File: src/rtl/thw_pkg.sv
// ----------------------------------------------------------------------------
// thw_pkg
// Shared types and constants of the archive header walker: transaction
// structs, walker state, phase codes and header field offsets.
// ----------------------------------------------------------------------------
package thw_pkg;

  localparam int          OFF_W       = 9;
  localparam int          COUNT_W     = 23;
  localparam int          MODE_W      = 9;
  localparam int          SIZE_W      = 32;
  localparam int          FIFO_DEPTH  = 4;

  localparam logic [OFF_W-1:0]   MODE_OFFSET = 9'd100;
  localparam logic [OFF_W-1:0]   SIZE_OFFSET = 9'd124;
  localparam logic [OFF_W-1:0]   BLOCK_LAST  = 9'd511;
  localparam logic [COUNT_W-1:0] COUNT_MAX   = 23'h7F_FFFF;

  localparam logic [1:0] PH_HEADER = 2'd0;
  localparam logic [1:0] PH_SKIP   = 2'd1;
  localparam logic [1:0] PH_ENDED  = 2'd2;

  localparam logic KIND_FILE  = 1'b0;
  localparam logic KIND_TOTAL = 1'b1;

  localparam logic [7:0] CHAR_ZERO  = 8'h30;
  localparam logic [7:0] CHAR_SEVEN = 8'h37;

  typedef struct packed {
    logic [7:0] data_byte;
    logic       is_last;
  } in_t;

  typedef struct packed {
    logic               kind;
    logic [MODE_W-1:0]  file_mode;
    logic [SIZE_W-1:0]  file_size;
    logic [COUNT_W-1:0] file_count;
    logic               run_end;
  } out_t;

  typedef struct packed {
    logic [OFF_W-1:0]   block_offset;
    logic [1:0]         phase;
    logic [COUNT_W-1:0] blocks_to_skip;
    logic [MODE_W-1:0]  mode_accum;
    logic [SIZE_W-1:0]  size_accum;
    logic               mode_parsing;
    logic               size_parsing;
    logic [COUNT_W-1:0] entry_count;
  } state_t;

  localparam state_t STATE_RESET = '{
    block_offset:   '0,
    phase:          PH_HEADER,
    blocks_to_skip: '0,
    mode_accum:     '0,
    size_accum:     '0,
    mode_parsing:   1'b0,
    size_parsing:   1'b0,
    entry_count:    '0
  };

endpackage

File: src/rtl/tar_header_walker_core.sv
// ----------------------------------------------------------------------------
// tar_header_walker_core
// Archive header walker: parses mode and size of each header block, skips
// the payload blocks and reports file entries and the archive total.
// ----------------------------------------------------------------------------
// Throughput: one byte per cycle while the input is not stalled; a byte that
// ends a header and is flagged last yields two results, drained one per cycle
// through a FIFO_DEPTH queue while out_stall is low.
// Input stalls only while the result queue has fewer than two free entries.
// Reset (synchronous, rst_n low): walker state, input stage and queue clear.
module tar_header_walker_core #(
  parameter int FIFO_DEPTH = thw_pkg::FIFO_DEPTH
) (
  input  logic          clk,
  input  logic          rst_n,
  input  logic          in_valid,
  output logic          in_stall,
  input  thw_pkg::in_t  in_data,
  output logic          out_valid,
  input  logic          out_stall,
  output thw_pkg::out_t out_data
);
  import thw_pkg::*;

  logic       s1_vld_r;
  in_t        s1_r;
  state_t     st_r;
  state_t     st_nxt;
  logic [1:0] res_n;
  out_t       res0;
  out_t       res1;
  logic       room2;
  logic       s1_fire;
  logic       in_acc;
  logic [1:0] push_n;

  assign s1_fire  = s1_vld_r && room2;
  assign in_stall = s1_vld_r && !room2;
  assign in_acc   = in_valid && !in_stall;
  assign push_n   = s1_fire ? res_n : 2'd0;

  thw_step u_step (
    .cur   (st_r),
    .item  (s1_r),
    .nxt   (st_nxt),
    .res_n (res_n),
    .res0  (res0),
    .res1  (res1)
  );

  thw_out_fifo #(
    .DEPTH (FIFO_DEPTH)
  ) u_fifo (
    .clk       (clk),
    .rst_n     (rst_n),
    .push_n    (push_n),
    .push0     (res0),
    .push1     (res1),
    .room2     (room2),
    .out_valid (out_valid),
    .out_data  (out_data),
    .out_stall (out_stall)
  );

  always_ff @(posedge clk) begin
    if (!rst_n) begin
      s1_vld_r <= 1'b0;
      st_r     <= STATE_RESET;
    end else begin
      if (in_acc) s1_vld_r <= 1'b1;
      else if (s1_fire) s1_vld_r <= 1'b0;
      if (s1_fire) st_r <= st_nxt;
    end
  end

  always_ff @(posedge clk) begin
    if (in_acc) s1_r <= in_data;
  end

  a_last_resets: assert property (@(posedge clk) disable iff (!rst_n)
    s1_fire && s1_r.is_last |=> (st_r.block_offset == '0) && (st_r.entry_count == '0)
      && (st_r.phase == PH_HEADER))
    else $error("walker state not cleared after last byte");

  a_last_emits: assert property (@(posedge clk) disable iff (!rst_n)
    s1_fire && s1_r.is_last |-> (res_n != 2'd0))
    else $error("last byte produced no total");

  a_offset_adv: assert property (@(posedge clk) disable iff (!rst_n)
    s1_fire && !s1_r.is_last |=> st_r.block_offset == $past(st_r.block_offset) + 1'b1)
    else $error("block offset did not advance");

endmodule

File: src/rtl/thw_step.sv
// ----------------------------------------------------------------------------
// thw_step
// Per-byte walker logic: next walker state and up to two ordered results
// for one archive byte.
// ----------------------------------------------------------------------------
module thw_step (
  input  thw_pkg::state_t cur,
  input  thw_pkg::in_t    item,
  output thw_pkg::state_t nxt,
  output logic [1:0]      res_n,
  output thw_pkg::out_t   res0,
  output thw_pkg::out_t   res1
);
  import thw_pkg::*;

  logic                octal;
  logic [2:0]          digit;
  logic                block_end;
  logic                has_file;
  logic [COUNT_W:0]    blocks;
  logic [COUNT_W:0]    blocks_m1;
  out_t                file_res;
  out_t                total_res;

  assign octal     = (item.data_byte >= CHAR_ZERO) && (item.data_byte <= CHAR_SEVEN);
  assign digit     = octal ? item.data_byte[2:0] : 3'd0;
  assign block_end = (cur.block_offset == BLOCK_LAST);

  always_comb begin
    nxt       = cur;
    has_file  = 1'b0;
    file_res  = '0;
    total_res = '0;
    blocks    = '0;
    blocks_m1 = '0;
    res_n     = 2'd0;
    res0      = '0;
    res1      = '0;

    case (cur.phase)
      PH_HEADER: begin
        if (cur.block_offset == '0) begin
          nxt.mode_parsing = 1'b0;
          nxt.size_parsing = 1'b0;
        end
        if ((cur.block_offset == '0) && (item.data_byte == 8'd0)) begin
          nxt.phase = PH_ENDED;
        end else begin
          if (cur.block_offset == MODE_OFFSET) begin
            nxt.mode_accum   = '0;
            nxt.mode_parsing = 1'b1;
          end
          if (cur.block_offset == SIZE_OFFSET) begin
            nxt.size_accum   = '0;
            nxt.size_parsing = 1'b1;
          end
          if (nxt.mode_parsing) begin
            if (octal) nxt.mode_accum = {nxt.mode_accum[MODE_W-4:0], digit};
            else       nxt.mode_parsing = 1'b0;
          end
          if (nxt.size_parsing) begin
            if (octal) nxt.size_accum = {nxt.size_accum[SIZE_W-4:0], digit};
            else       nxt.size_parsing = 1'b0;
          end
          if (block_end) begin
            if (nxt.entry_count != COUNT_MAX) begin
              nxt.entry_count = nxt.entry_count + 1'b1;
            end
            has_file            = 1'b1;
            file_res.kind       = KIND_FILE;
            file_res.file_mode  = nxt.mode_accum;
            file_res.file_size  = nxt.size_accum;
            file_res.file_count = nxt.entry_count;
            file_res.run_end    = ~item.is_last;
            blocks    = {1'b0, nxt.size_accum[SIZE_W-1:OFF_W]}
                        + {{COUNT_W{1'b0}}, |nxt.size_accum[OFF_W-1:0]};
            blocks_m1 = blocks - 1'b1;
            if (blocks == '0) begin
              nxt.phase = PH_HEADER;
            end else begin
              nxt.phase          = PH_SKIP;
              nxt.blocks_to_skip = blocks_m1[COUNT_W-1:0];
            end
            nxt.mode_parsing = 1'b0;
            nxt.size_parsing = 1'b0;
          end
        end
      end
      PH_SKIP: begin
        if (block_end) begin
          if (cur.blocks_to_skip == '0) nxt.phase = PH_HEADER;
          else nxt.blocks_to_skip = cur.blocks_to_skip - 1'b1;
        end
      end
      default: begin
      end
    endcase

    nxt.block_offset = cur.block_offset + 1'b1;

    total_res.kind       = KIND_TOTAL;
    total_res.file_count = nxt.entry_count;
    total_res.run_end    = 1'b1;

    if (has_file) begin
      res0  = file_res;
      res_n = 2'd1;
    end
    if (item.is_last) begin
      if (has_file) begin
        res1  = total_res;
        res_n = 2'd2;
      end else begin
        res0  = total_res;
        res_n = 2'd1;
      end
      nxt = STATE_RESET;
    end
  end

endmodule

File: src/rtl/thw_out_fifo.sv
// ----------------------------------------------------------------------------
// thw_out_fifo
// Result queue: takes up to two results per cycle, hands out one per
// transaction on the result channel.
// ----------------------------------------------------------------------------
module thw_out_fifo #(
  parameter int DEPTH = 4
) (
  input  logic          clk,
  input  logic          rst_n,
  input  logic [1:0]    push_n,
  input  thw_pkg::out_t push0,
  input  thw_pkg::out_t push1,
  output logic          room2,
  output logic          out_valid,
  output thw_pkg::out_t out_data,
  input  logic          out_stall
);
  import thw_pkg::*;

  localparam int PTR_W = (DEPTH > 1) ? $clog2(DEPTH) : 1;
  localparam int CNT_W = $clog2(DEPTH + 1);

  out_t             mem [DEPTH];
  logic [PTR_W-1:0] wp_r;
  logic [PTR_W-1:0] wp_nxt;
  logic [PTR_W-1:0] wp1;
  logic [PTR_W-1:0] rp_r;
  logic [PTR_W-1:0] rp_nxt;
  logic [CNT_W-1:0] cnt_r;
  logic [CNT_W-1:0] cnt_nxt;
  logic             pop;

  function automatic logic [PTR_W-1:0] ptr_inc(input logic [PTR_W-1:0] p);
    logic [PTR_W-1:0] r;
    if (p == PTR_W'(DEPTH - 1)) r = '0;
    else r = p + 1'b1;
    return r;
  endfunction

  assign wp1       = ptr_inc(wp_r);
  assign out_valid = (cnt_r != '0);
  assign out_data  = mem[rp_r];
  assign pop       = out_valid && !out_stall;
  assign room2     = (cnt_r <= CNT_W'(DEPTH - 2));

  always_comb begin
    case (push_n)
      2'd1:    wp_nxt = wp1;
      2'd2:    wp_nxt = ptr_inc(wp1);
      default: wp_nxt = wp_r;
    endcase
    rp_nxt  = pop ? ptr_inc(rp_r) : rp_r;
    cnt_nxt = cnt_r + CNT_W'(push_n) - CNT_W'(pop);
  end

  always_ff @(posedge clk) begin
    if (!rst_n) begin
      wp_r  <= '0;
      rp_r  <= '0;
      cnt_r <= '0;
    end else begin
      wp_r  <= wp_nxt;
      rp_r  <= rp_nxt;
      cnt_r <= cnt_nxt;
    end
  end

  always_ff @(posedge clk) begin
    if (push_n != 2'd0) mem[wp_r] <= push0;
    if (push_n == 2'd2) mem[wp1]  <= push1;
  end

endmodule
File: config.mk
export PLATFORM = sky130hd
export DESIGN_NAME = tar_header_walker_core
export DESIGN_NICKNAME = d
export VERILOG_FILES = /design/src/rtl/thw_pkg.sv /design/src/rtl/tar_header_walker_core.sv /design/src/rtl/thw_step.sv /design/src/rtl/thw_out_fifo.sv
export SDC_FILE = /design/constraint.sdc
export NUM_CORES = 1
export LEC_CHECK = 0
export BUFFER_PORTS_ARGS = -buffer_cell sky130_fd_sc_hd__buf_2
export CAP_MARGIN = 30
export CORE_MARGIN = 10
export CORE_UTILIZATION = 60
export CTS_CLUSTER_SIZE = 8
export DETAILED_ROUTE_END_ITERATION = 10
export PLACE_DENSITY = 0.85
export SLEW_MARGIN = 30
export SYNTH_ARGS = -nofsm -noshare
export SYNTH_HDL_FRONTEND = slang
export SYNTH_SLANG_ARGS = --single-unit
File: constraint.sdc
create_clock -name clk -period 7.7 [get_ports clk]
set_input_delay 0 -clock clk [delete_from_list [all_inputs] [get_ports clk]]
set_output_delay 0 -clock clk [all_outputs]
set_load 0.05 [all_outputs]
==> results_dict.tcl <==
set metrics [dict create \
    syn_inst 2081 \
    via_per_inst 6.887 \
    synth_compound_area_frac 0.2287 \
    r2r_cells 23 \
    initial_utilization 0.6089 \
    htreeDepth 2 \
    hpwl_mm 37.39 \
    wl_per_cell_um 23.45 \
    worst-setup-path-type "flop to flop" \
    critPathSlowestCell "o21ai_4" \
    arrival_ns 7.19 \
    muxShareOfSynthArea 0.08185 \
    synth-edff-count 109 \
    drc 0 \
    hold_viol_final 0 \
    grtUsageTotal 0.2796 \
    hold_path_depth 2 \
    grt_pass1_wl_mm 93.58 \
    clkSlewWorstSetupHoldPaths_ns 0.05 \
    synth_top_family_by_area "compound AO/OA/AOI/OAI gates" \
    core_um2 32540 \
    clk_path_buf_depth 3 \
    finalCritPeriodShare 0.8750 \
    antenna_cells 0 \
    crit_fanout 23 \
    drv_slew 0 \
    cts_resized 0 \
    worst-slew-pin-transition_ns 0.9719 \
    slowest_delay_ns 0.64 \
    finalSetupTns_ns 0 \
    synthDistinctLibCells 94 \
    ir_worst_vdd_mv 0.2079 \
    cts_tree "yes" \
    totalWireLength_mm 59.99 \
    holdPathEnd "s1_r[0]$_DFFE_PP_" \
    path_cells "inv_1, ha_1, or3b_4, o31a_1, o21ai_4, nand2_1, a21oi_1, nor4_1, nand2_1, ha_1, ha_1, inv_1, a2111o_1, a2111o_1, a21boi_0, xnor2_1, nand4_1, nor4_4, and3b_4, a31oi_1, buf_4, a32o_1, a22o_1" \
    rows 66 \
    yosysWarnings 0 \
    fin_skew_ns 0.06751 \
    synthSimpleGateAreaFrac 0.1657 \
    r2r_start "st_r[91]$_SDFFE_PN0P_" \
    place_congestion 0.9314 \
    drt_iter0_markers 2413 \
    drive_gt1_frac 0.1389 \
    nets 2131 \
    cts_root_buf "clkbuf_16" \
    die-area_um2 40680 \
    cts.sinks 383 \
    syn_area_um2 19810 \
    die_h_um 201.7 \
    switchingPower_mw 1.393 \
    combPwrFrac 0.132 \
    power.share.switching 0.2787 \
    r2r_slack_ns 0.96 \
    maxCapViolations 0 \
    rsz0062_at_grt "no" \
    dr.pass1.iters 9 \
    die_w_um 201.7 \
    worstPathRequired_ns 8.15 \
    insertion_delay_ns 0.62 \
    synth_top_flop_cell "dfxtp_1" \
    grt_max_degree 82 \
    min_from "in_data[0]" \
    ant_nets 0 \
    period_minus_slack_ns 6.738 \
    pwr-share-seq 0.432 \
    numCtsBuffers 54 \
    relSlewSlack 0.3497 \
    p_leak_nw 7.678 \
    p_total_mw 5.000 \
    intPower_mw 3.607 \
    synth_xor_area_frac 0.02520 \
    status "finished, final reports clean" \
    synth_fp_nets 2118 \
    powerDensity_nw_per_um2 226.9 \
    routed-via-count 17620 \
    syn_area_per_cell_um2 9.520 \
    rr_endpoint "st_r[73]$_SDFFE_PN0P_" \
    critPathCaptureType "flop" \
    synth-adder-area-share 0.01554 \
    ys_seq_area_frac 0.4421 \
    io_pins 81 \
    port_buffers 80 \
    grt_overflow 0 \
    synth_seq_cells 383 \
    synthArstFlopShare 0 \
    area_delta_synth_final_pct 11.22 \
    critPathTopFamily "compound AO/OA/AOI/OAI gates" \
    fmax_mhz 148.4 \
    cpMostUsedCell "ha_1" \
    finalSetupViolCount 0 \
    p_clk_frac 0.436 \
    path_buf_inv 3 \
    grt_pass1_vias 16930 \
    whs_ns 0.09885 \
    hp-class "input pin to flop" \
    antenna_found_initial 0 \
    start_kind "flop" \
]
[cell families (layout without fill, tap and decap cells)]
logic type / count (synthesis) / in the layout
xor gates and xnor gates: 57 / 57
and+or+nand+nor: 694 / 694
adders and majority gates: 24 / 24
AOI/OAI and AO/OA: 646 / 646
DFF: 383 / 383
buffers and inverters: 199 / 234
muxes: 78 / 78
[flip-flops by register name, indices dropped and copies added (netlist names), named ones only]
signal	flops
u_fifo.mem	264
st_r	100
s1_r	9
u_fifo.cnt_r	3
u_fifo.rp_r	2
u_fifo.wp_r	2
s1_vld_r	1
[final cells by class]
type,count,area (um^2)
Tap cell,442,553.0
Clock inverter,4,98.84
Clock buffer,74,1436
Inverter,30,112.6
Sequential cell,383,8766
Fill cell,2467,10500
Timing Repair Buffer,126,775.7
Multi-Input combinational cell,1499,10290
[placed cells by master, fill, tap and decap left out, types with 45 or more instances in the layout]
master,n
o21ai_0,151
a21oi_1,101
nand2_1,223
nor2_1,198
a22oi_1,45
a22o_1,139
edfxtp_1,109
buf_2,80
o31ai_1,59
dfxtp_1,272
nand3_1,55
mux4_2,66
clkbuf_16,54
[repair_timing]
item | 4_1_cts | 5_1_grt
setup buffers | 0 | 0
hold buffers | 12 | 0
endpoints found under the hold margin | 33 | 0
[cells in the mapped netlist (38+ instances only)]
cell,number,share of area
a21oi_1,101,0.026
a22o_1,139,0.061
a22oi_1,45,0.017
clkbuf_1,124,0.023
dfxtp_1,274,0.28
edfxtp_1,109,0.17
mux4_2,66,0.075
nand2_1,224,0.042
nand3_1,55,0.014
nand4_1,38,0.012
nor2_1,205,0.039
o21ai_0,151,0.038
o22ai_1,39,0.012
o31ai_1,59,0.022
xnor2_1,42,0.019
[worst reg2reg max path, cell delays in order, from the launching register on]
cell	delay [ns]
dfxtp_1	0.36
inv_1	0.09
ha_1	0.21
or3b_4	0.42
o31a_1	0.55
o21ai_4	0.64
nand2_1	0.12
a21oi_1	0.33
nor4_1	0.10
nand2_1	0.09
ha_1	0.25
ha_1	0.38
inv_1	0.12
a2111o_1	0.39
a2111o_1	0.40
a21boi_0	0.25
xnor2_1	0.24
nand4_1	0.25
nor4_4	0.40
and3b_4	0.27
a31oi_1	0.10
buf_4	0.21
a32o_1	0.26
a22o_1	0.17
[power by group through the flow]
stage,clock [mW],sequential (mW),combinational (mW)
2_1_floorplan,0,2.16,0.527
3_3_place_gp,0,2.20,0.638
3_5_place_dp,0,2.20,0.648
4_1_cts,2.19,2.16,0.658
5_1_grt,2.27,2.17,0.697
6_report,2.18,2.16,0.660
[worst max path at each step]
stage	slack, ns	to	cells past startpoint	from
after floorplan	1.60	st_r[70]$_SDFFE_PN0P_	28	st_r[91]$_SDFFE_PN0P_
after global placement	1.43	st_r[70]$_SDFFE_PN0P_	22	st_r[91]$_SDFFE_PN0P_
after detailed placement	1.20	st_r[70]$_SDFFE_PN0P_	22	st_r[91]$_SDFFE_PN0P_
after CTS	1.11	st_r[73]$_SDFFE_PN0P_	23	st_r[91]$_SDFFE_PN0P_
after global routing	0.60	st_r[70]$_SDFFE_PN0P_	22	st_r[91]$_SDFFE_PN0P_
final	0.96	st_r[73]$_SDFFE_PN0P_	23	st_r[91]$_SDFFE_PN0P_
[routing by layer]
metal / up-vias / GRT usage / wire length [um]
met4: 0 / 0.1101 / 2037
met3: 178 / 0.05301 / 5776
met2: 1152 / 0.4668 / 29250
li1: 7829 / - / -
met1: 8458 / 0.3514 / 22930
met5: - / 0 / 0
[metrics by stage]
| step | util | setup slack, ns | std cells | instance area [um^2] |
|---|---|---|---|---|
| after global routing | 0.6772 | 0.5958 | 2558 | 22030 |
| after floorplan | - | 1.603 | 2081 | 19810 |
| after CTS | 0.6770 | 1.106 | 2558 | 22030 |
| after global placement | 0.6258 | 1.425 | 2468 | 20360 |
| final | 0.6772 | 0.9624 | 2558 | 22030 |
| after detailed placement | 0.6261 | 1.198 | 2468 | 20370 |
Note: power is estimated with default switching activity, not from simulation.
